**src/rtl/csvrfe_pkg.sv**
```systemverilog
package csvrfe_pkg;

   // line status codes
   localparam logic [2:0] ST_OK      = 3'd0;
   localparam logic [2:0] ST_EMPTY   = 3'd1;
   localparam logic [2:0] ST_NA      = 3'd2;
   localparam logic [2:0] ST_LONG    = 3'd3;
   localparam logic [2:0] ST_MISSING = 3'd4;

   // csr register indexes
   localparam logic CSR_ORIGIN_COMMA = 1'b0;
   localparam logic CSR_DEST_COMMA   = 1'b1;

   // csr reset values
   localparam logic [7:0] ORIGIN_COMMA_RST = 8'd17;
   localparam logic [7:0] DEST_COMMA_RST   = 8'd18;

   // characters of interest
   localparam logic [7:0]  CHAR_COMMA = 8'h2C;
   localparam logic [7:0]  CHAR_NUL   = 8'h00;
   localparam logic [15:0] NA_WORD    = 16'h4E41;
   localparam logic [7:0]  COMMA_MAX  = 8'hFF;

   typedef struct packed {
      logic [7:0] char_byte;
      logic       last_byte;
   } req_word_type;

   typedef struct packed {
      logic [23:0] origin_code;
      logic [23:0] dest_code;
      logic [2:0]  line_status;
   } rsp_word_type;

   // step control from the input stage to the scanner
   typedef struct packed {
      logic step;
      logic last;
   } scan_ctl_type;

endpackage

```
**src/rtl/csvrfe_scan.sv**
```systemverilog
module csvrfe_scan
   import csvrfe_pkg::*;
#(
   parameter int MAX_CODE_CHARS = 3
) (
   input  logic         clock,
   input  logic         reset,
   input  scan_ctl_type ctl,
   input  logic [7:0]   char_byte,
   input  logic [7:0]   origin_comma,
   input  logic [7:0]   destination_comma,
   output rsp_word_type result
);

   localparam int BUF_W = 8 * MAX_CODE_CHARS;
   localparam int LEN_W = $clog2(MAX_CODE_CHARS + 2);
   localparam logic [LEN_W-1:0] LEN_MAX = LEN_W'(MAX_CODE_CHARS);
   localparam logic [LEN_W-1:0] LEN_TWO = LEN_W'(2);

   logic [7:0]       comma_ff, comma_in, comma_scan;
   logic [LEN_W-1:0] len_ff, len_in, len_scan;
   logic [BUF_W-1:0] buf_ff, buf_in, buf_scan;
   logic [BUF_W-1:0] org_ff, org_in, org_scan;
   logic [BUF_W-1:0] dst_ff, dst_in, dst_scan;
   logic [1:0]       found_ff, found_in, found_scan;
   logic [2:0]       err_ff, err_in, err_scan;
   logic             stop_ff, stop_in, stop_scan;

   logic [7:0]       comma_next;
   logic             counted;
   logic             is_org;
   logic             is_dst;
   logic [BUF_W-1:0] aligned;
   logic [2:0]       status;

   // field under the current comma, left aligned in the code width
   assign aligned = buf_ff << (8 * (MAX_CODE_CHARS - int'(len_ff)));

   assign counted    = (comma_ff != COMMA_MAX);
   assign comma_next = comma_ff + 8'd1;
   assign is_org     = counted && (origin_comma != 8'd0) && (comma_next == origin_comma);
   assign is_dst     = counted && (destination_comma != 8'd0)
                       && (comma_next == destination_comma);

   // scan one byte into the line state
   always_comb begin
      comma_scan = comma_ff;
      len_scan   = len_ff;
      buf_scan   = buf_ff;
      org_scan   = org_ff;
      dst_scan   = dst_ff;
      found_scan = found_ff;
      err_scan   = err_ff;
      stop_scan  = stop_ff;
      if (!stop_ff) begin
         if (char_byte == CHAR_NUL) begin
            stop_scan = 1'b1;
         end else if (char_byte == CHAR_COMMA) begin
            if (counted) begin
               comma_scan = comma_next;
            end
            if (is_org || is_dst) begin
               if (len_ff == '0) begin
                  err_scan = ST_EMPTY;
               end else if (len_ff > LEN_MAX) begin
                  err_scan = ST_LONG;
               end else if (len_ff == LEN_TWO && buf_ff == BUF_W'(NA_WORD)) begin
                  err_scan = ST_NA;
               end else begin
                  if (is_org) begin
                     org_scan = aligned;
                  end else begin
                     dst_scan = aligned;
                  end
                  if (found_ff != 2'd3) begin
                     found_scan = found_ff + 2'd1;
                  end
               end
               if (err_scan != ST_OK) begin
                  stop_scan = 1'b1;
               end
            end
            len_scan = '0;
            buf_scan = '0;
         end else if (len_ff <= LEN_MAX) begin
            buf_scan = (buf_ff << 8) | BUF_W'(char_byte);
            len_scan = len_ff + LEN_W'(1);
         end
      end
   end

   // line result from the state after this byte
   always_comb begin
      if (err_scan != ST_OK) begin
         status = err_scan;
      end else if (found_scan < 2'd2) begin
         status = ST_MISSING;
      end else begin
         status = ST_OK;
      end
      result.line_status = status;
      result.origin_code = (status == ST_OK) ? 24'(org_scan) : 24'd0;
      result.dest_code   = (status == ST_OK) ? 24'(dst_scan) : 24'd0;
   end

   // next line state: cleared after the last byte
   always_comb begin
      comma_in = comma_ff;
      len_in   = len_ff;
      buf_in   = buf_ff;
      org_in   = org_ff;
      dst_in   = dst_ff;
      found_in = found_ff;
      err_in   = err_ff;
      stop_in  = stop_ff;
      if (ctl.step) begin
         if (ctl.last) begin
            comma_in = '0;
            len_in   = '0;
            buf_in   = '0;
            org_in   = '0;
            dst_in   = '0;
            found_in = '0;
            err_in   = ST_OK;
            stop_in  = 1'b0;
         end else begin
            comma_in = comma_scan;
            len_in   = len_scan;
            buf_in   = buf_scan;
            org_in   = org_scan;
            dst_in   = dst_scan;
            found_in = found_scan;
            err_in   = err_scan;
            stop_in  = stop_scan;
         end
      end
   end

   // line state registers
   always_ff @(posedge clock) begin
      if (reset) begin
         comma_ff <= '0;
         len_ff   <= '0;
         buf_ff   <= '0;
         org_ff   <= '0;
         dst_ff   <= '0;
         found_ff <= '0;
         err_ff   <= ST_OK;
         stop_ff  <= 1'b0;
      end else begin
         comma_ff <= comma_in;
         len_ff   <= len_in;
         buf_ff   <= buf_in;
         org_ff   <= org_in;
         dst_ff   <= dst_in;
         found_ff <= found_in;
         err_ff   <= err_in;
         stop_ff  <= stop_in;
      end
   end

endmodule

```
**src/rtl/csvrfe_out_reg.sv**
```systemverilog
module csvrfe_out_reg
   import csvrfe_pkg::*;
(
   input  logic         clock,
   input  logic         reset,
   input  logic         load,
   input  rsp_word_type load_word,
   output logic         rsp_valid,
   input  logic         rsp_ready,
   output rsp_word_type rsp_word
);

   logic         valid_ff, valid_in;
   rsp_word_type word_ff, word_in;

   // hold the word until the receiver takes it
   always_comb begin
      valid_in = valid_ff;
      word_in  = word_ff;
      if (load) begin
         valid_in = 1'b1;
         word_in  = load_word;
      end else if (rsp_ready) begin
         valid_in = 1'b0;
      end
   end

   always_ff @(posedge clock) begin
      if (reset) begin
         valid_ff <= 1'b0;
      end else begin
         valid_ff <= valid_in;
      end
   end

   // payload needs no reset
   always_ff @(posedge clock) begin
      word_ff <= word_in;
   end

   assign rsp_valid = valid_ff;
   assign rsp_word  = word_ff;

endmodule

```
**src/rtl/csv_route_field_extractor.sv**
```systemverilog
// csv_route_field_extractor: pulls two airport codes out of a csv line
//
// req channel: one byte of the line per word, last_byte marks the line end.
// rsp channel: one word per line with origin code, destination code and a
//   status (ok, empty field, NA field, field too long, field missing).
// csr port: index 0 sets the comma ordinal closing the origin field, index 1
//   the one closing the destination field; write only while the block is idle.
// result path: a last byte passes the input register, then the result register, before
//   its result shows on rsp.
// throughput: one byte per cycle, unless a last byte waits on a result not yet taken;
//   the scan step between the input register and the line state is combinational.
// reset: clears the line state and both valid flags, and loads the comma
//   ordinals 17 and 18.
// stall: a result waiting in the output register does not block the stream;
//   bytes of the next line keep flowing until another last byte reaches the
//   input register, which then holds until the receiver takes the result.
module csv_route_field_extractor
   import csvrfe_pkg::*;
#(
   parameter int MAX_CODE_CHARS = 3
) (
   input  logic         clock,
   input  logic         reset,
   input  logic         req_valid,
   output logic         req_ready,
   input  req_word_type req_word,
   output logic         rsp_valid,
   input  logic         rsp_ready,
   output rsp_word_type rsp_word,
   input  logic         csr_write,
   input  logic         csr_index,
   input  logic [7:0]   csr_data
);

   logic [7:0]   origin_comma_ff, origin_comma_in;
   logic [7:0]   dest_comma_ff, dest_comma_in;
   logic         in_valid_ff, in_valid_in;
   req_word_type in_word_ff, in_word_in;
   logic         in_go;
   scan_ctl_type ctl;
   rsp_word_type result;

   // csr registers
   always_comb begin
      origin_comma_in = origin_comma_ff;
      dest_comma_in   = dest_comma_ff;
      if (csr_write) begin
         unique case (csr_index)
            CSR_ORIGIN_COMMA: origin_comma_in = csr_data;
            CSR_DEST_COMMA:   dest_comma_in   = csr_data;
            default:          origin_comma_in = origin_comma_ff;
         endcase
      end
   end

   always_ff @(posedge clock) begin
      if (reset) begin
         origin_comma_ff <= ORIGIN_COMMA_RST;
         dest_comma_ff   <= DEST_COMMA_RST;
      end else begin
         origin_comma_ff <= origin_comma_in;
         dest_comma_ff   <= dest_comma_in;
      end
   end

   // input register: a last byte waits only for a free result register
   assign in_go     = !in_word_ff.last_byte || !rsp_valid || rsp_ready;
   assign req_ready = !in_valid_ff || in_go;

   always_comb begin
      in_valid_in = in_valid_ff;
      in_word_in  = in_word_ff;
      if (req_valid && req_ready) begin
         in_valid_in = 1'b1;
         in_word_in  = req_word;
      end else if (in_go) begin
         in_valid_in = 1'b0;
      end
   end

   always_ff @(posedge clock) begin
      if (reset) begin
         in_valid_ff <= 1'b0;
      end else begin
         in_valid_ff <= in_valid_in;
      end
   end

   always_ff @(posedge clock) begin
      in_word_ff <= in_word_in;
   end

   assign ctl.step = in_valid_ff && in_go;
   assign ctl.last = in_word_ff.last_byte;

   csvrfe_scan #(
      .MAX_CODE_CHARS (MAX_CODE_CHARS)
   ) u_scan (
      .clock             (clock),
      .reset             (reset),
      .ctl               (ctl),
      .char_byte         (in_word_ff.char_byte),
      .origin_comma      (origin_comma_ff),
      .destination_comma (dest_comma_ff),
      .result            (result)
   );

   csvrfe_out_reg u_out_reg (
      .clock     (clock),
      .reset     (reset),
      .load      (ctl.step && ctl.last),
      .load_word (result),
      .rsp_valid (rsp_valid),
      .rsp_ready (rsp_ready),
      .rsp_word  (rsp_word)
   );

endmodule

```
**config.mk**
```make
export PLATFORM = sky130hd
export DESIGN_NAME = csv_route_field_extractor
export DESIGN_NICKNAME = d
export VERILOG_FILES = /design/src/rtl/csvrfe_pkg.sv /design/src/rtl/csvrfe_scan.sv /design/src/rtl/csvrfe_out_reg.sv /design/src/rtl/csv_route_field_extractor.sv
export SDC_FILE = /design/constraint.sdc
export NUM_CORES = 1
export LEC_CHECK = 0
export ABC_CLOCK_PERIOD_IN_PS = 7900
export CORE_MARGIN = 3
export CORE_UTILIZATION = 35
export DETAILED_ROUTE_END_ITERATION = 10
export DONT_BUFFER_PORTS = 1
export SLEW_MARGIN = 10
export SYNTH_ARGS = -nofsm -noshare
export SYNTH_HDL_FRONTEND = slang
export SYNTH_SLANG_ARGS = --single-unit
```
**constraint.sdc**
```tcl
create_clock -name clock -period 7.9 [get_ports clock]
set_clock_uncertainty 0.05 [all_clocks]
set_input_delay 1.185 -clock clock [delete_from_list [all_inputs] [get_ports clock]]
set_output_delay 1.185 -clock clock [all_outputs]
set_load 0.05 [all_outputs]
```
==> load_flow_metrics.sql <==
INSERT INTO impl_metrics (metric_group, metric, value, unit) VALUES
('clocking', 'num_cts_buffers', '17', ''),
('final_layout', 'insertedDiodeCount', '0', ''),
('drt', 'dr_wl_met3', '1180', 'um'),
('synth', 'synthesized_net_count', '851', ''),
('die', 'ios', '76', ''),
('synth', 'post_synth_inst_count', '824', ''),
('hold_path', 'worstHoldPathType', 'flop to flop', ''),
('synth', 'synthDominantAreaCellType', 'sky130_fd_sc_hd__dfxtp_1', ''),
('synth', 'synthArstFlopShare', '0', '%'),
('pwr', 'power_frac_clock', '47.3', '%'),
('die', 'cell_rows', '53', ''),
('critical_path', 'worst_r2r_startpoint', 'u_scan.len_ff[0]', ''),
('die', 'floorplan.die_area', '23900', 'um^2'),
('critical_path', 'path_max_fanout', '25', ''),
('drt', 'detail_route.vias_per_cell', '5.55', ''),
('clocking', 'clk_pin_slew_worst_paths', '70', 'ps'),
('critical_path', 'reg2reg_to', 'u_scan.org_ff[20]', ''),
('die', 'core_area', '21400', 'um^2'),
('final_layout', 'proportion_of_layout_cells_with_a_drive_suffix_above_1', '9.22', '%'),
('synth', 'number_of_distinct_standard_cells_referenced_by_the_synthesized_netlist', '70', ''),
('global_route', 'gr-usage-all-layers', '15.6', '%'),
('placed_design', 'placer_s_final_routability_congestion_estimate', '0.873', ''),
('drt', 'wl_met2', '7880', 'um'),
('final_layout', 'area_delta_synth_final', '9.62', '%'),
('synth', 'yosys.cell_count.top_type', 'sky130_fd_sc_hd__nand2_1', ''),
('clocking', 'post-cts-setup-buffer-count', '0', ''),
('global_route', 'initial_antenna_violation_count', '0', ''),
('synth', 'synth-edff-count', '60', ''),
('sta', 'timing.final.setup_violations', '0', ''),
('synth', 'synth.top_cells.by_area', 'sky130_fd_sc_hd__dfxtp_1, sky130_fd_sc_hd__edfxtp_1, sky130_fd_sc_hd__nand2_1, sky130_fd_sc_hd__a22o_1, sky130_fd_sc_hd__a21oi_1', ''),
('critical_path', 'arrival', '4270', 'ps'),
('critical_path', 'cp_data_required_time', '8220', 'ps'),
('clocking', 'cts_hold_buf', '0', ''),
('clocking', 'clkSinkCount', '167', ''),
('pwr', 'power.internal', '1.45', 'mW'),
('critical_path', 'worstSetupStartpointType', 'flop', ''),
('global_route', 'grt.overflow.total', '0', ''),
('clocking', 'clock_tree.htree_level_count', '4', ''),
('sta', 'final_max_slew_viol_count', '0', ''),
('drt', 'wirelength', '18800', 'um'),
('global_route', 'grt_first_pass_wirelength', '30400', 'um'),
('critical_path', 'setup.reg_to_reg.worst_slack', '3950', 'ps'),
('placed_design', 'placement.io_buffers', '0', ''),
('run_status', 'status', 'finished clean', ''),
('final_layout', 'count_of_nets_after_finishing', '817', ''),
('critical_path', 'criticalPathCategory', 'flop to flop', ''),
('sta', 'final.min_clock_period', '3950', 'ps'),
('clocking', 'ctsLongestPathBuffers', '2', ''),
('drt', 'drt-initial-drc-count', '476', ''),
('die', 'initial_core_util', '36.2', '%'),
('pwr', 'power.density', '226', 'nW/um^2'),
('synth', 'netlist.area_leader.share', '27.7', '%'),
('die', 'die_height', '155', 'um'),
('drt', 'detailedRoute.firstPassIterationCount', '5', ''),
('sta', 'timing.slew.headroom', '25.8', '%'),
('sta', 'totalNegativeSetupSlack', '0', 'ps'),
('synth', 'synth-main-ff-cell', 'sky130_fd_sc_hd__dfxtp_1', ''),
('pwr', 'p_switching', '0.468', 'mW'),
('sta', 'finalHoldViolations', '0', ''),
('synth', 'postSynthRegisterBits', '167', ''),
('pwr', 'p_leak', '2.68', 'nW'),
('drt', 'antenna_violating_nets_post_route', '0', ''),
('pwr', 'comb_power_share', '3.2', '%'),
('global_route', 'first_global_vias', '5499', ''),
('placed_design', 'place_hpwl', '12600', 'um'),
('placed_design', 'dp.cells', '1046', ''),
('synth', 'syn-cell-area', '7730', 'um^2'),
('hold_path', 'hold_start', 'u_scan.err_ff[2]', ''),
('clocking', 'worstSkewPairLatency', '440', 'ps'),
('critical_path', 'worst-r2r-cell-count', '9', ''),
('drt', 'detail_route.wirelength.met1', '9510', 'um');
-- logic make-up after synthesis --
kind of cell,synth area share [%]
flops,51.0
simple gates,20.3
compound gates,19.6
mux,2.35
buf+inv,4.16
fa+ha+maj,0.647
xor+xnor,2.04
-- worst max-delay path, stage by stage (launching register included) --
cell,delay [ps]
sky130_fd_sc_hd__dfxtp_1,510
sky130_fd_sc_hd__inv_2,260
sky130_fd_sc_hd__ha_1,170
sky130_fd_sc_hd__or4bb_1,520
sky130_fd_sc_hd__nor4_4,220
sky130_fd_sc_hd__a21oi_2,140
sky130_fd_sc_hd__and2_4,180
sky130_fd_sc_hd__and2_1,520
sky130_fd_sc_hd__o21ai_2,1030
sky130_fd_sc_hd__a22o_1,280
-- flip-flops by register name, summed over array words and instances (netlist names) --
register,count
u_out_reg.rsp_word,51
u_scan.buf_ff,24
u_scan.dst_ff,24
u_scan.org_ff,24
dest_comma_ff,8
in_word_ff,8
origin_comma_ff,8
u_scan.comma_ff,8
u_scan.err_ff,3
u_scan.len_ff,3
u_scan.found_ff,2
ctl,1
in_valid_ff,1
u_out_reg.rsp_valid,1
u_scan.stop_ff,1
-- layout make-up --
| class | instances | area, um^2 | share of cell area, % |
|---|---|---|---|
| sequential | 167 | 3940 | 46.5 |
| multi-input combinational | 590 | 3480 | 41.1 |
| clock buffer | 18 | 439 | 5.18 |
| tap | 275 | 344 | 4.06 |
| clock inverter | 14 | 204 | 2.41 |
| inverter | 11 | 41.3 | 0.487 |
| timing repair buffer | 3 | 22.5 | 0.266 |
-- metrics by stage --
| step | setup slack [ps] | power (mW) | cell area, um^2 | utilization, % |
|---|---|---|---|---|
| 6_report | 3950 | 1.92 | 8480 | 39.7 |
| 5_1_grt | 3690 | 1.97 | 8480 | 39.7 |
| 4_1_cts | 3970 | 1.93 | 8480 | 39.7 |
| 3_5_place_dp | 3990 | 1.03 | 7840 | 36.7 |
| 3_3_place_gp | 4080 | 1.03 | 7840 | 36.7 |
| 2_1_floorplan | 3980 | 1.02 | 7730 | - |
-- power by group through the flow --
stage               clock, mW  combinational, mW  sequential (mW)
CTS                     0.921             0.0623            0.948
global placement            0             0.0618            0.967
detailed placement          0             0.0619            0.968
floorplan                   0             0.0572            0.958
global route            0.952             0.0693            0.950
finish                  0.907             0.0622            0.948
-- cell usage in the layout, fill, tap and decap left out, types with 4 or more instances in the layout --
| cell | count |
|---|---|
| sky130_fd_sc_hd__o211ai_1 | 5 |
| sky130_fd_sc_hd__a22o_1 | 48 |
| sky130_fd_sc_hd__inv_8 | 6 |
| sky130_fd_sc_hd__a21oi_2 | 21 |
| sky130_fd_sc_hd__nor2b_1 | 7 |
| sky130_fd_sc_hd__nand3_1 | 15 |
| sky130_fd_sc_hd__clkbuf_16 | 17 |
| sky130_fd_sc_hd__mux2i_1 | 17 |
| sky130_fd_sc_hd__xor2_1 | 5 |
| sky130_fd_sc_hd__and3_1 | 6 |
| sky130_fd_sc_hd__a211oi_1 | 6 |
| sky130_fd_sc_hd__and4_1 | 4 |
| sky130_fd_sc_hd__inv_1 | 10 |
| sky130_fd_sc_hd__nor3b_1 | 8 |
| sky130_fd_sc_hd__a22oi_1 | 21 |
| sky130_fd_sc_hd__edfxtp_1 | 60 |
| sky130_fd_sc_hd__nor3_1 | 8 |
| sky130_fd_sc_hd__o21ai_0 | 18 |
| sky130_fd_sc_hd__nor4_1 | 6 |
| sky130_fd_sc_hd__a21oi_1 | 71 |
| sky130_fd_sc_hd__nand2_1 | 158 |
| sky130_fd_sc_hd__nor2_1 | 74 |
| sky130_fd_sc_hd__dfxtp_1 | 107 |
| sky130_fd_sc_hd__and2_1 | 12 |
| sky130_fd_sc_hd__or3_1 | 5 |
| sky130_fd_sc_hd__ha_1 | 4 |
| sky130_fd_sc_hd__xnor2_1 | 13 |
-- worst max-delay path by stage --
stage / cells after the start / endpoint / slack, ps / start
final: 9 / u_scan.org_ff[20] / 3950 / u_scan.len_ff[0]
after global routing: 9 / u_scan.dst_ff[7] / 3690 / u_scan.len_ff[0]
after CTS: 9 / u_scan.dst_ff[5] / 3970 / u_scan.len_ff[0]
after detailed placement: 9 / u_scan.dst_ff[5] / 3990 / u_scan.len_ff[0]
after global placement: 8 / u_scan.dst_ff[14] / 4080 / u_scan.len_ff[1]
after floorplan: 2 / u_out_reg.rsp_word[0] / 3980 / rsp_ready
-- layer usage --
layer	up-vias	track usage, %
li1	2890	-
met1	2866	23.4
met2	209	22.3
met3	18	3.81
met4	0	4.58
met5	-	0
Note: power is estimated with default switching activity, not from simulation.
